`src/design/bpdc_pkg.sv`:
```
`timescale 1ns / 1ps
package bpdc_pkg;

	// Sizes
	localparam int COUNT_WIDTH = 8;
	localparam int TIME_WIDTH  = 32;
	localparam int LIMIT_W     = 16;
	localparam int STAMP_W     = 32;
	localparam int OUT_CNT_W   = 8;
	localparam int APB_AW      = 4;
	localparam int APB_DW      = 32;

	// Register reset values
	localparam logic [LIMIT_W-1:0] SHORT_LIMIT_RST = 16'd500;
	localparam logic [LIMIT_W-1:0] LONG_LIMIT_RST  = 16'd2000;
	localparam logic [LIMIT_W-1:0] VLONG_LIMIT_RST = 16'd5000;

	typedef logic [TIME_WIDTH-1:0]  time_t;
	typedef logic [COUNT_WIDTH-1:0] count_t;

	// Register index, taken from paddr[3:2]
	typedef enum logic [1:0] {
		REG_SHORT_LIMIT = 2'd0,
		REG_LONG_LIMIT  = 2'd1,
		REG_VLONG_LIMIT = 2'd2
	} reg_idx_t;

	typedef enum logic [1:0] {
		PH_NONE = 2'd0,
		PH_PUSH = 2'd1,
		PH_PULL = 2'd2
	} phase_t;

	typedef enum logic [1:0] {
		CL_NONE  = 2'd0,
		CL_SHORT = 2'd1,
		CL_LONG  = 2'd2,
		CL_VLONG = 2'd3
	} press_class_t;

	typedef enum logic {
		ACT_EDGE = 1'b0,
		ACT_TICK = 1'b1
	} action_t;

	typedef enum logic {
		RK_RELEASE = 1'b0,
		RK_SEQ_END = 1'b1
	} report_kind_t;

	typedef struct packed {
		logic [LIMIT_W-1:0] short_limit_ms;
		logic [LIMIT_W-1:0] long_limit_ms;
		logic [LIMIT_W-1:0] very_long_limit_ms;
	} cfg_t;

	typedef struct packed {
		logic               action;
		logic               pin_level;
		logic [STAMP_W-1:0] now_ms;
	} evt_item_t;

	typedef struct packed {
		logic                 report_kind;
		logic [1:0]           press_class;
		logic [OUT_CNT_W-1:0] short_presses;
		logic [OUT_CNT_W-1:0] long_presses;
		logic [OUT_CNT_W-1:0] very_long_presses;
		logic                 led_on;
	} rpt_item_t;

	// Saturating increment
	function automatic count_t bump(input count_t c);
		bump = (c == '1) ? c : count_t'(c + 1'b1);
	endfunction

	// Counter to 8-bit report field (zero-extend or truncate)
	function automatic logic [OUT_CNT_W-1:0] cnt_out(input count_t c);
		logic [COUNT_WIDTH+OUT_CNT_W-1:0] ext;
		ext = {{OUT_CNT_W{1'b0}}, c};
		cnt_out = ext[OUT_CNT_W-1:0];
	endfunction

	// elapsed > limit, unsigned, at full width of both
	function automatic logic past_limit(input time_t elapsed, input logic [LIMIT_W-1:0] lim);
		logic [TIME_WIDTH+LIMIT_W-1:0] e_w;
		logic [TIME_WIDTH+LIMIT_W-1:0] l_w;
		e_w = {{LIMIT_W{1'b0}}, elapsed};
		l_w = {{TIME_WIDTH{1'b0}}, lim};
		past_limit = (e_w > l_w);
	endfunction

endpackage

```
`src/design/bpdc_ifs.sv`:
```
`timescale 1ns / 1ps
interface bpdc_evt_if;
	logic        valid;
	logic        ready;
	logic        action;
	logic        pin_level;
	logic [31:0] now_ms;

	modport source (output valid, action, pin_level, now_ms, input ready);
	modport sink   (input valid, action, pin_level, now_ms, output ready);
endinterface

interface bpdc_rpt_if;
	logic       valid;
	logic       ready;
	logic       report_kind;
	logic [1:0] press_class;
	logic [7:0] short_presses;
	logic [7:0] long_presses;
	logic [7:0] very_long_presses;
	logic       led_on;

	modport source (output valid, report_kind, press_class, short_presses, long_presses,
		very_long_presses, led_on, input ready);
	modport sink   (input valid, report_kind, press_class, short_presses, long_presses,
		very_long_presses, led_on, output ready);
endinterface

```
`src/design/bpdc_regs.sv`:
```
`timescale 1ns / 1ps
module bpdc_regs
	import bpdc_pkg::*;
(
	input  logic              clk,
	input  logic              arst_n,
	input  logic              psel,
	input  logic              penable,
	input  logic              pwrite,
	input  logic [APB_AW-1:0] paddr,
	input  logic [APB_DW-1:0] pwdata,
	output logic [APB_DW-1:0] prdata,
	output logic              pready,
	output cfg_t              cfg
);

	cfg_t     cfg_q;
	reg_idx_t idx;
	logic     wr_en;

	assign pready = 1'b1;
	assign idx    = reg_idx_t'(paddr[3:2]);
	assign wr_en  = psel && penable && pwrite;

	// Limit registers
	always_ff @(posedge clk or negedge arst_n) begin
		if (!arst_n) begin
			cfg_q.short_limit_ms     <= SHORT_LIMIT_RST;
			cfg_q.long_limit_ms      <= LONG_LIMIT_RST;
			cfg_q.very_long_limit_ms <= VLONG_LIMIT_RST;
		end else if (wr_en) begin
			case (idx)
				REG_SHORT_LIMIT: cfg_q.short_limit_ms     <= pwdata[LIMIT_W-1:0];
				REG_LONG_LIMIT:  cfg_q.long_limit_ms      <= pwdata[LIMIT_W-1:0];
				REG_VLONG_LIMIT: cfg_q.very_long_limit_ms <= pwdata[LIMIT_W-1:0];
				default: ;
			endcase
		end
	end

	// Read mux
	always_comb begin
		prdata = '0;
		case (idx)
			REG_SHORT_LIMIT: prdata = {{(APB_DW-LIMIT_W){1'b0}}, cfg_q.short_limit_ms};
			REG_LONG_LIMIT:  prdata = {{(APB_DW-LIMIT_W){1'b0}}, cfg_q.long_limit_ms};
			REG_VLONG_LIMIT: prdata = {{(APB_DW-LIMIT_W){1'b0}}, cfg_q.very_long_limit_ms};
			default:         prdata = '0;
		endcase
	end

	assign cfg = cfg_q;

endmodule

```
`src/design/bpdc_core.sv`:
```
`timescale 1ns / 1ps
module bpdc_core
	import bpdc_pkg::*;
(
	input  logic      clk,
	input  logic      arst_n,
	input  cfg_t      cfg,
	input  logic      fire,
	input  evt_item_t item,
	output logic      res_valid,
	output rpt_item_t res
);

	phase_t       phase_q, phase_d;
	press_class_t cls_q, cls_d;
	time_t        start_q, start_d;
	count_t       short_q, short_d;
	count_t       long_q, long_d;
	count_t       vlong_q, vlong_d;
	logic         seq_q, seq_d;
	logic         to_q, to_d;
	logic         tick_q, tick_d;
	logic         led_q, led_d;

	time_t now;
	time_t elapsed;
	logic  seq_end;

	assign now     = item.now_ms[TIME_WIDTH-1:0];
	assign elapsed = now - start_q;

	// Step logic for the item in the input stage
	always_comb begin
		phase_d = phase_q;
		cls_d   = cls_q;
		start_d = start_q;
		short_d = short_q;
		long_d  = long_q;
		vlong_d = vlong_q;
		seq_d   = seq_q;
		to_d    = to_q;
		tick_d  = tick_q;
		led_d   = led_q;
		seq_end = 1'b0;
		res_valid = 1'b0;
		res = '0;

		if (item.action == ACT_EDGE) begin
			if (!item.pin_level) begin
				// press
				led_d   = 1'b1;
				phase_d = PH_PUSH;
				seq_d   = 1'b1;
				start_d = now;
				tick_d  = 1'b1;
			end else begin
				// release: count by class, always report
				led_d = 1'b0;
				if (seq_q) begin
					case (cls_q)
						CL_SHORT: short_d = bump(short_q);
						CL_LONG:  long_d  = bump(long_q);
						CL_VLONG: vlong_d = bump(vlong_q);
						default: ;
					endcase
				end
				res_valid             = 1'b1;
				res.report_kind       = RK_RELEASE;
				res.press_class       = cls_q;
				res.short_presses     = cnt_out(short_d);
				res.long_presses      = cnt_out(long_d);
				res.very_long_presses = cnt_out(vlong_d);
				res.led_on            = 1'b0;
				cls_d   = CL_NONE;
				phase_d = PH_PULL;
				seq_d   = 1'b1;
				start_d = now;
				if (!to_q) tick_d = 1'b1;
				else       to_d   = 1'b0;
			end
		end else if (tick_q) begin
			case (phase_q)
				PH_PUSH: begin
					if (cls_q == CL_NONE) begin
						cls_d = CL_SHORT;
					end else if (past_limit(elapsed, cfg.short_limit_ms) && cls_q == CL_SHORT) begin
						cls_d = CL_LONG;
					end else if (past_limit(elapsed, cfg.long_limit_ms) && cls_q == CL_LONG) begin
						cls_d = CL_VLONG;
					end else if (past_limit(elapsed, cfg.very_long_limit_ms)) begin
						seq_end = 1'b1;
						to_d    = 1'b1;
					end
				end
				PH_PULL: begin
					if (past_limit(elapsed, cfg.short_limit_ms)) seq_end = 1'b1;
				end
				default: ;
			endcase
		end

		// Sequence end: report totals, then clear
		if (seq_end) begin
			res_valid             = 1'b1;
			res.report_kind       = RK_SEQ_END;
			res.press_class       = CL_NONE;
			res.short_presses     = cnt_out(short_q);
			res.long_presses      = cnt_out(long_q);
			res.very_long_presses = cnt_out(vlong_q);
			res.led_on            = led_q;
			tick_d  = 1'b0;
			cls_d   = CL_NONE;
			short_d = '0;
			long_d  = '0;
			vlong_d = '0;
			seq_d   = 1'b0;
		end
	end

	// State registers
	always_ff @(posedge clk or negedge arst_n) begin
		if (!arst_n) begin
			phase_q <= PH_NONE;
			cls_q   <= CL_NONE;
			start_q <= '0;
			short_q <= '0;
			long_q  <= '0;
			vlong_q <= '0;
			seq_q   <= 1'b0;
			to_q    <= 1'b0;
			tick_q  <= 1'b0;
			led_q   <= 1'b0;
		end else if (fire) begin
			phase_q <= phase_d;
			cls_q   <= cls_d;
			start_q <= start_d;
			short_q <= short_d;
			long_q  <= long_d;
			vlong_q <= vlong_d;
			seq_q   <= seq_d;
			to_q    <= to_d;
			tick_q  <= tick_d;
			led_q   <= led_d;
		end
	end

endmodule

```
`src/design/button_press_duration_classifier.sv`:
```
`timescale 1ns / 1ps
// Channel  Dir  Handshake      Payload
// evt      in   valid/ready    action, pin_level, now_ms
// rpt      out  valid/ready    report_kind, press_class, short/long/very_long_presses, led_on
// apb      in   psel/penable   short_limit_ms @0x0, long_limit_ms @0x4, very_long_limit_ms @0x8
//
// One item per cycle unless a result is stalled: input register, one pass of step logic
// (32-bit subtract and limit compares), result register. An event beat is captured in
// the input register, and its result is registered when the step logic advances.
// A stalled result holds only items that give a result; other items keep flowing.
// Reset (arst_n low) clears all state and loads the limit defaults; no clearing pass.
module button_press_duration_classifier
	import bpdc_pkg::*;
(
	input  logic              clk,
	input  logic              arst_n,
	bpdc_evt_if.sink          evt,
	bpdc_rpt_if.source        rpt,
	input  logic              psel,
	input  logic              penable,
	input  logic              pwrite,
	input  logic [APB_AW-1:0] paddr,
	input  logic [APB_DW-1:0] pwdata,
	output logic [APB_DW-1:0] prdata,
	output logic              pready
);

	cfg_t      cfg;
	evt_item_t evt_s1;
	logic      evt_v_s1;
	rpt_item_t res;
	logic      res_valid;
	rpt_item_t rpt_q;
	logic      rpt_v_q;
	logic      out_free;
	logic      s1_adv;
	logic      evt_acc;

	bpdc_regs u_regs (
		.clk     (clk),
		.arst_n  (arst_n),
		.psel    (psel),
		.penable (penable),
		.pwrite  (pwrite),
		.paddr   (paddr),
		.pwdata  (pwdata),
		.prdata  (prdata),
		.pready  (pready),
		.cfg     (cfg)
	);

	bpdc_core u_core (
		.clk       (clk),
		.arst_n    (arst_n),
		.cfg       (cfg),
		.fire      (s1_adv),
		.item      (evt_s1),
		.res_valid (res_valid),
		.res       (res)
	);

	// Flow control
	assign out_free  = !rpt_v_q || rpt.ready;
	assign s1_adv    = evt_v_s1 && (!res_valid || out_free);
	assign evt.ready = !evt_v_s1 || s1_adv;
	assign evt_acc   = evt.valid && evt.ready;

	// Input stage
	always_ff @(posedge clk or negedge arst_n) begin
		if (!arst_n) begin
			evt_v_s1 <= 1'b0;
		end else if (evt.ready) begin
			evt_v_s1 <= evt.valid;
		end
	end

	always_ff @(posedge clk) begin
		if (evt_acc) begin
			evt_s1.action    <= evt.action;
			evt_s1.pin_level <= evt.pin_level;
			evt_s1.now_ms    <= evt.now_ms;
		end
	end

	// Result register
	always_ff @(posedge clk or negedge arst_n) begin
		if (!arst_n) begin
			rpt_v_q <= 1'b0;
		end else if (out_free) begin
			rpt_v_q <= s1_adv && res_valid;
		end
	end

	always_ff @(posedge clk) begin
		if (out_free && s1_adv && res_valid) begin
			rpt_q <= res;
		end
	end

	assign rpt.valid             = rpt_v_q;
	assign rpt.report_kind       = rpt_q.report_kind;
	assign rpt.press_class       = rpt_q.press_class;
	assign rpt.short_presses     = rpt_q.short_presses;
	assign rpt.long_presses      = rpt_q.long_presses;
	assign rpt.very_long_presses = rpt_q.very_long_presses;
	assign rpt.led_on            = rpt_q.led_on;

endmodule

```
`src/flat_wrapper.sv`:
```
// flat-port wrapper written by rule: the top's interface ports become plain ports
module button_press_duration_classifier_flat import bpdc_pkg::*;
  (clk, arst_n, psel, penable, pwrite, paddr, pwdata, prdata, pready, evt_valid, evt_action, evt_pin_level, evt_now_ms, evt_ready, rpt_valid, rpt_report_kind, rpt_press_class, rpt_short_presses, rpt_long_presses, rpt_very_long_presses, rpt_led_on, rpt_ready);
  bpdc_evt_if evt_i ();
  bpdc_rpt_if rpt_i ();
  input  logic clk;
  input  logic arst_n;
  input  logic psel;
  input  logic penable;
  input  logic pwrite;
  input  logic [APB_AW-1:0] paddr;
  input  logic [APB_DW-1:0] pwdata;
  output logic [APB_DW-1:0] prdata;
  output logic pready;
  input wire logic [$bits(evt_i.valid)-1:0] evt_valid;
  input wire logic [$bits(evt_i.action)-1:0] evt_action;
  input wire logic [$bits(evt_i.pin_level)-1:0] evt_pin_level;
  input wire logic [$bits(evt_i.now_ms)-1:0] evt_now_ms;
  output wire logic [$bits(evt_i.ready)-1:0] evt_ready;
  output wire logic [$bits(rpt_i.valid)-1:0] rpt_valid;
  output wire logic [$bits(rpt_i.report_kind)-1:0] rpt_report_kind;
  output wire logic [$bits(rpt_i.press_class)-1:0] rpt_press_class;
  output wire logic [$bits(rpt_i.short_presses)-1:0] rpt_short_presses;
  output wire logic [$bits(rpt_i.long_presses)-1:0] rpt_long_presses;
  output wire logic [$bits(rpt_i.very_long_presses)-1:0] rpt_very_long_presses;
  output wire logic [$bits(rpt_i.led_on)-1:0] rpt_led_on;
  input wire logic [$bits(rpt_i.ready)-1:0] rpt_ready;
  assign evt_i.valid = evt_valid;
  assign evt_i.action = evt_action;
  assign evt_i.pin_level = evt_pin_level;
  assign evt_i.now_ms = evt_now_ms;
  assign evt_ready = evt_i.ready;
  assign rpt_valid = rpt_i.valid;
  assign rpt_report_kind = rpt_i.report_kind;
  assign rpt_press_class = rpt_i.press_class;
  assign rpt_short_presses = rpt_i.short_presses;
  assign rpt_long_presses = rpt_i.long_presses;
  assign rpt_very_long_presses = rpt_i.very_long_presses;
  assign rpt_led_on = rpt_i.led_on;
  assign rpt_i.ready = rpt_ready;
  button_press_duration_classifier u_core (.clk(clk), .arst_n(arst_n), .evt(evt_i), .rpt(rpt_i), .psel(psel), .penable(penable), .pwrite(pwrite), .paddr(paddr), .pwdata(pwdata), .prdata(prdata), .pready(pready));
endmodule
```
`config.mk`:
```
export PLATFORM = sky130hd
export DESIGN_NAME = button_press_duration_classifier_flat
export DESIGN_NICKNAME = d
export VERILOG_FILES = /design/src/design/bpdc_pkg.sv /design/src/design/bpdc_ifs.sv /design/src/design/bpdc_regs.sv /design/src/design/bpdc_core.sv /design/src/design/button_press_duration_classifier.sv /design/src/flat_wrapper.sv
export SDC_FILE = /design/constraint.sdc
export NUM_CORES = 1
export LEC_CHECK = 0
export ABC_CLOCK_PERIOD_IN_PS = 6500
export BUFFER_PORTS_ARGS = -buffer_cell sky130_fd_sc_hd__buf_2
export CAP_MARGIN = 20
export CORE_MARGIN = 3
export CORE_UTILIZATION = 50
export CTS_CLUSTER_SIZE = 25
export DETAILED_ROUTE_END_ITERATION = 12
export PLACE_DENSITY_LB_ADDON = 0.3
export SETUP_SLACK_MARGIN = 0.15
export SYNTH_ARGS = -nofsm -noshare
export SYNTH_HDL_FRONTEND = slang
export SYNTH_SLANG_ARGS = --single-unit
export TNS_END_PERCENT = 20
```
`constraint.sdc`:
```
create_clock -name clk -period 6.5 [get_ports clk]
set_input_delay 0.65 -clock clk [delete_from_list [all_inputs] [get_ports clk]]
set_output_delay 0.65 -clock clk [all_outputs]
set_load 0.1 [all_outputs]
```
## Word level (Yosys, flattened, before mapping)

Index checks and enable logic that the tools add are counted.

- Bits in registers: 176
- Input port bits: 77
- Output and inout port bits: 63
- Word-level logic and storage cells: 141

- Add/subtract/negate cells: 4
- Magnitude comparators: 3
- Equal/unequal tests: 21
- Multiplexer cells: 57
- Bitwise operators: 2
- Reductions and logical operators: 30

Operator list:

| operator | count |
|---|---|
| 2-to-1 mux 8 bit | 18 |
| greater-than comparator 32 x 16 -> 1 bit | 3 |
| 2-to-1 mux 25 bit | 3 |
| case mux 16 bit (3 select lines) | 1 |
| subtractor 32 bit | 1 |
| 2-to-1 mux 1 bit | 25 |
| adder 8 x 1 -> 8 bit (second input constant) | 3 |
| equality test 8 bit (second input constant) | 3 |
| 2-to-1 mux 2 bit | 9 |
| != test 2 bit (second input constant) | 7 |
| AND reduction 2 bit | 5 |
| logical AND 1 bit | 9 |
| != test 3 bit (second input constant) | 3 |
| equality test 2 bit (second input constant) | 4 |
| AND reduction 8 bit | 1 |
| equality test 2 x 1 -> 1 bit (second input constant) | 3 |
| AND reduction 3 bit | 2 |
| != test 5 bit (second input constant) | 1 |
| AND reduction 5 bit | 1 |
| zero test 2 bit | 2 |
| nonzero test 2 bit | 2 |
| zero test 1 bit | 3 |
| logical OR 1 bit | 3 |
| nonzero test 3 bit | 1 |
| other kinds (3) | 4 |

## Depth between registers and ports, before layout

- Depth after elaboration: 15
- Gate-level depth with buffers: 26

## Hierarchy

Synthesis repeated with hierarchy kept, for this count alone.

- Cell total of the unflattened synthesis: 1200
- Area, all modules: 11461.0 sq um

By module, submodules not included:

| module | instances | cells an instance | area each (sq um) | sequential area each (sq um) |
|---|---|---|---|---|
| bpdc_core | 1 | 950 | 7124.3 | 1576.5 |
| bpdc_regs | 1 | 178 | 2353.5 | 1222.4 |
| button_press_duration_classifier | 1 | 72 | 1983.2 | 1911.8 |

## Least setup slack after synthesis

No wires, ideal clock.

- Path kind: reg-to-reg
- Start point: register u_core.u_core.start_q[0]
- End point: register u_core.evt_s1[0] (netlist name), enable pin
- Data arrival time: 6665 ps
- Data required time: 6106 ps
- Slack: -559 ps
- Stages on the path, launching flop included: 24
- Path buffers: 1
- Cells stage by stage: dfrtp_1 ha_1 fa_1 nor2b_1 o21ba_2 o21a_1 o21ai_0 a21oi_1 o21a_1 nor2_1 xnor2_1 ha_1 nand4_1 or2_2 nor4_1 nor2_1 o21ai_0 nand2_1 nor4_1 nor2b_1 o21ba_1 buf_6 o211ai_1 and2_1

- Longest elaborated chain between the ends: 15

Ends and longest elaborated chain:

| what | RTL line | text |
|---|---|---|
| start: declaration | bpdc_core.sv:16 | `time_t start_q, start_d;` |
| start signal: assignment | bpdc_core.sv:136 | `start_q <= start_d;` |
| subtractor 32 bit (*) | bpdc_core.sv:30 | `assign elapsed = now - start_q;` |
| greater-than comparator 32 x 16 -> 1 bit | bpdc_pkg.sv:90 | `past_limit = (e_w > l_w);` |
| 2-to-1 mux 1 bit or logical AND 1 bit (tied branches) | bpdc_core.sv:90, bpdc_core.sv:88 |  |
| 2-to-1 mux 1 bit | bpdc_core.sv:88 | `end else if (past_limit(elapsed, cfg.long_limit_ms) && cls_q == CL_LONG) begin` |
| 2-to-1 mux 1 bit | bpdc_core.sv:86 | `end else if (past_limit(elapsed, cfg.short_limit_ms) && cls_q == CL_SHORT) begin` |
| 2-to-1 mux 1 bit | bpdc_core.sv:84 | `if (cls_q == CL_NONE) begin` |
| case mux 1 bit (2 select lines) (*) | bpdc_core.sv:82 | `case (phase_q)` |
| 2-to-1 mux 1 bit (*) | bpdc_core.sv:81 | `end else if (tick_q) begin` |
| 2-to-1 mux 1 bit (*) | bpdc_core.sv:48 | `if (item.action == ACT_EDGE) begin` |
| 2-to-1 mux 1 bit (*) | bpdc_core.sv:103 | `if (seq_end) begin` |
| zero test 1 bit (*) | button_press_duration_classifier.sv:64 | `assign s1_adv = evt_v_s1 && (!res_valid \|\| out_free);` |
| logical OR 1 bit (*) | button_press_duration_classifier.sv:64 |  |
| logical AND 1 bit (*) | button_press_duration_classifier.sv:64 |  |
| logical OR 1 bit (*) | button_press_duration_classifier.sv:65 | `assign evt.ready = !evt_v_s1 \|\| s1_adv;` |
| named net evt_ready | flat_wrapper.sv:19 | `output wire logic [$bits(evt_i.ready)-1:0] evt_ready;` |
| logical AND 1 bit (*) | button_press_duration_classifier.sv:66 | `assign evt_acc = evt.valid && evt.ready;` |
| named net u_core.evt_acc | button_press_duration_classifier.sv:37 | `logic evt_acc;` |
| end: declaration | button_press_duration_classifier.sv:29 | `evt_item_t evt_s1;` |

The timed path passes the listed nets; every way through them passes the cells marked *.
A chain may end at the register's enable or synchronous reset.

## Worst setup path in the final report

- Start point: register u_core.evt_s1[4] (netlist name)
- End point: output evt_ready

- Longest elaborated chain between the ends: 14

Ends and longest elaborated chain:

| what | RTL line |
|---|---|
| subtractor 32 bit (*) | bpdc_core.sv:30 |
| greater-than comparator 32 x 16 -> 1 bit | bpdc_pkg.sv:90 |
| 2-to-1 mux 1 bit or logical AND 1 bit (tied branches) | bpdc_core.sv:90, bpdc_core.sv:88 |
| 2-to-1 mux 1 bit | bpdc_core.sv:88 |
| 2-to-1 mux 1 bit | bpdc_core.sv:86 |
| 2-to-1 mux 1 bit | bpdc_core.sv:84 |
| case mux 1 bit (2 select lines) (*) | bpdc_core.sv:82 |
| 2-to-1 mux 1 bit (*) | bpdc_core.sv:81 |
| 2-to-1 mux 1 bit (*) | bpdc_core.sv:48 |
| 2-to-1 mux 1 bit (*) | bpdc_core.sv:103 |
| zero test 1 bit (*) | button_press_duration_classifier.sv:64 |
| logical OR 1 bit (*) | button_press_duration_classifier.sv:64 |
| logical AND 1 bit (*) | button_press_duration_classifier.sv:64 |
| logical OR 1 bit (*) | button_press_duration_classifier.sv:65 |
| end: declaration | flat_wrapper.sv:19 |

Every way passes the cells marked *; elsewhere a longest branch is shown, timed or not.

==> reports/metrics.cfg <==
[sta]
fin_worst_skew_ps = 11.06
timing.final.crit_share_pct = 93.93
relSlewSlack_pct = 38.05
min_period_ps = 6105
tightestPinTransition_ps = 926.4
finalHoldViolCount = 0
rsz0062_at_grt = no
setup_viol = 0
layout_setup_ws_ps = 394.6
fmax_mhz = 163.8
setup_tns_ps = 0
drv_slew = 0

[synthesis]
synth_seq_cells = 175
synth_warnings = 0
ys.flop_type = dfrtp_1
synth_edf_count = 62
async_flop_share_pct = 64.57
synthCells = 1152
synth_area_leaders = dfrtp_1 (22%), edfxtp_1 (17%), ha_1 (9.5%)
synthTopCellsByCount = nand2_1 (129), o21ai_0 (102), dfrtp_1 (96), inv_1 (93), ha_1 (84)
yosysMostFrequentCell = nand2_1
yosysTopAreaCell = dfrtp_1
synth.distinct_cells = 82
syn_area_per_cell_um2 = 9.589
syn_area_um2 = 11050
synth_top_area_share_pct = 21.75
yosysSeqAreaShare_pct = 42.64

[power_and_ir_drop]
switching_share_pct = 41.48
pwr-share-comb_pct = 42.1
vdd_drop_max_v = 0.0001964
power_switching_w = 0.001788
seq_power_share_pct = 34.0
p_leak_nw = 5.373
power_frac_clock_pct = 23.8
power_density_nw_per_um2 = 347.8
internal-power_w = 0.002523

[setup_path]
slowest_delay_ps = 450
worstSetupPathType = register to primary output
cp-start-kind = register
worstPathRequired_ps = 5850
end_kind = primary output
r2r_slack_ps = 740
timing.rr.end = u_core.evt_s1[15]
crit_chain = ha_1 -> a21oi_1 -> nand2b_1 -> o21a_1 -> o21ai_1 -> a21oi_1 -> o21a_1 -> nor2_1 -> xnor2_2 -> ha_1 -> nand4_1 -> nor3_1 -> o21ai_0 -> o211a_1 -> a21oi_2 -> nand4_1 -> a31o_2 -> mux2i_2 -> o21ba_4 -> o211ai_1 -> buf_4
r2r_start = u_core.evt_s1[4]
critPathSlowestCell = edfxtp_1
cp.arrival_ps = 5460
reg2regPathDepth = 21
path_max_fanout = 12

[floorplanning]
ioPinCount = 140
die_y_um = 154.6
coreArea_um2 = 21350
die_x_um = 154.6
fp-row-count = 53
initial_core_util_pct = 51.73
dieArea_um2 = 23910

[placement]
gp_congestion = 0.9308
hpwl_um = 18340
dp_worst_setup_slack_ps = 675.1
port_buffers = 104

[routing]
wirelength_um = 25140
first_pass_iters = 6
drc_errors = 0
vias = 8757
wire_per_inst_um = 16.47
drtAntennaViolNets = 0
vias_per_cell = 5.735
first_iter_violations = 612

[flow_run]
drv_cap = 0

[global_route]
grt_max_degree = 84
antenna_found_initial = 0
grt_pass1_vias = 8334
gr-total-overflow = 0
grt_use_total_pct = 20.90
grt_pass1_wl_um = 41190

[worst_hold_path]
hold_path_class = input port to async pin

[clock_tree]
clock_latency_ps = 430
cts-root-buf = clkbuf_16
clk_pin_slew_ps = 70
cts_tree = yes
clkSinkCount = 175
clk_path_buf_depth = 2
h-tree-depth = 4
cts_buffers = 17

[finish]
drive_above_1_share_pct = 20.45
insertedDiodeCount = 0
finalNetCount = 1401
area_growth_pct = 12.21

[outcome]
status = finished, final reports clean

==> per-layer routing <==
layer  up-vias  wire (µm)  GRT usage, %
li1       4296          -             -
met1      4203      11890         29.65
met2       234      11760         33.94
met3        24       1180         3.665
met4         0        311         4.373
met5         -          0             0
==> power groups by stage <==
stage	registers [W]	logic [W]	clock network, W
3_5_place_dp	0.00149	0.00178	0
6_report	0.00147	0.00182	0.00103
5_1_grt	0.00149	0.00201	0.00110
2_1_floorplan	0.00154	0.00134	0
4_1_cts	0.00146	0.00179	0.00105
3_3_place_gp	0.00148	0.00175	0
==> worst max-delay path, delay by kind of cell, from the launching register on <==
family                   cells  cell delay (ps)
AO/OA/AOI/OAI               11             2310
AND/OR/NAND/NOR              5              900
adder cells (fa/ha/maj)      2              680
flip-flops                   1              450
buffers and inverters        1              280
multiplexers                 1              260
XOR/XNOR                     1              130
==> cell usage in the layout (no fill, tap or decap), drive strengths merged, types with 4 or more instances in the layout <==
cell,instances
nand2,131
buf,114
o21ai,110
inv,103
dfrtp,96
ha,84
a21oi,71
edfxtp,62
nor2,62
mux2,49
nand3,28
nand4,26
mux2i,22
o21a,18
a21o,18
nor3,18
conb,17
clkbuf,17
dfstp,17
a31oi,17
o31ai,16
xnor2,13
nor2b,11
o211ai,11
and2,9
nor4,9
nand2b,8
xor2,8
or3,7
a22o,7
o22ai,5
o21bai,4
o2bb2ai,4
clkinv,4
==> worst max path at each step <==
stage | startpoint | endpoint | slack [ps] | cells after the start
finish | u_core.evt_s1[4] | evt_ready | 390 | 21
global placement | u_core.u_core.start_q[0] | evt_ready | 750 | 22
detailed placement | u_core.u_core.start_q[0] | u_core.evt_s1[12] | 680 | 22
floorplan | u_core.u_core.start_q[0] | u_core.evt_s1[0] | 40 | 23
global route | u_core.evt_s1[4] | evt_ready | 80 | 21
CTS | u_core.u_core.start_q[0] | evt_ready | 200 | 22
==> logic make-up (layout without fill, tap and decap cells) <==
family                   count (synthesis)  count (layout)  share of synthesized area (%)
flip-flops                             175             175                          42.64
multiplexers                            71              71                          6.988
XOR/XNOR                                21              21                          1.665
AO/OA/AOI/OAI                          314             314                          18.76
AND/OR/NAND/NOR                        328             328                          14.03
buffers and inverters                  156             241                          6.150
adder cells (fa/ha/maj)                 85              85                          9.695
other                                    2              17                        0.06798
==> repair_timing <==
item,in CTS,in global routing
endpoints found under the setup margin,0,1
resized for setup,0,7
hold buffers,0,0
buffers inserted,0,0
==> layout make-up <==
cell class                 instances  area [µm²]
sequential                       175        4711
multi-input combinational        836        5778
tap                              275       344.1
inverter                          95       359.1
clock inverter                    15       165.2
clock buffer                      17       425.4
fill                            1861        8957
timing repair buffer             114       613.1
==> sequential cells by signal (all words and copies together), names as in the netlist <==
register	count
u_core.u_regs.cfg	48
u_core.u_core.start_q	32
u_core.evt_s1	34
u_core.rpt.long_presses	8
u_core.u_core.phase_q	2
u_core.rpt.press_class	2
u_core.rpt.very_long_presses	8
u_core.u_core.to_q	1
u_core.evt_v_s1	1
u_core.u_core.seq_q	1
u_core.u_core.tick_q	1
u_core.u_core.long_q	8
u_core.rpt.short_presses	8
u_core.u_core.vlong_q	8
u_core.rpt.report_kind	1
u_core.rpt.led_on	1
u_core.u_core.cls_q	2
u_core.u_core.short_q	8
u_core.rpt.valid	1
==> metrics by stage <==
stage	instance area (µm²)	hold slack, ps	std cells	util (%)	total power, W
after floorplan	11130	354.4	1167	-	0.002881
after global placement	11760	474.7	1494	55.07	0.003224
after detailed placement	11760	485.0	1494	55.07	0.003265
after CTS	12350	159.6	1526	57.83	0.004304
after global routing	12400	173.0	1527	58.05	0.004602
final	12400	149.5	1527	58.05	0.004311
Power figures use the tool's default switching activity.
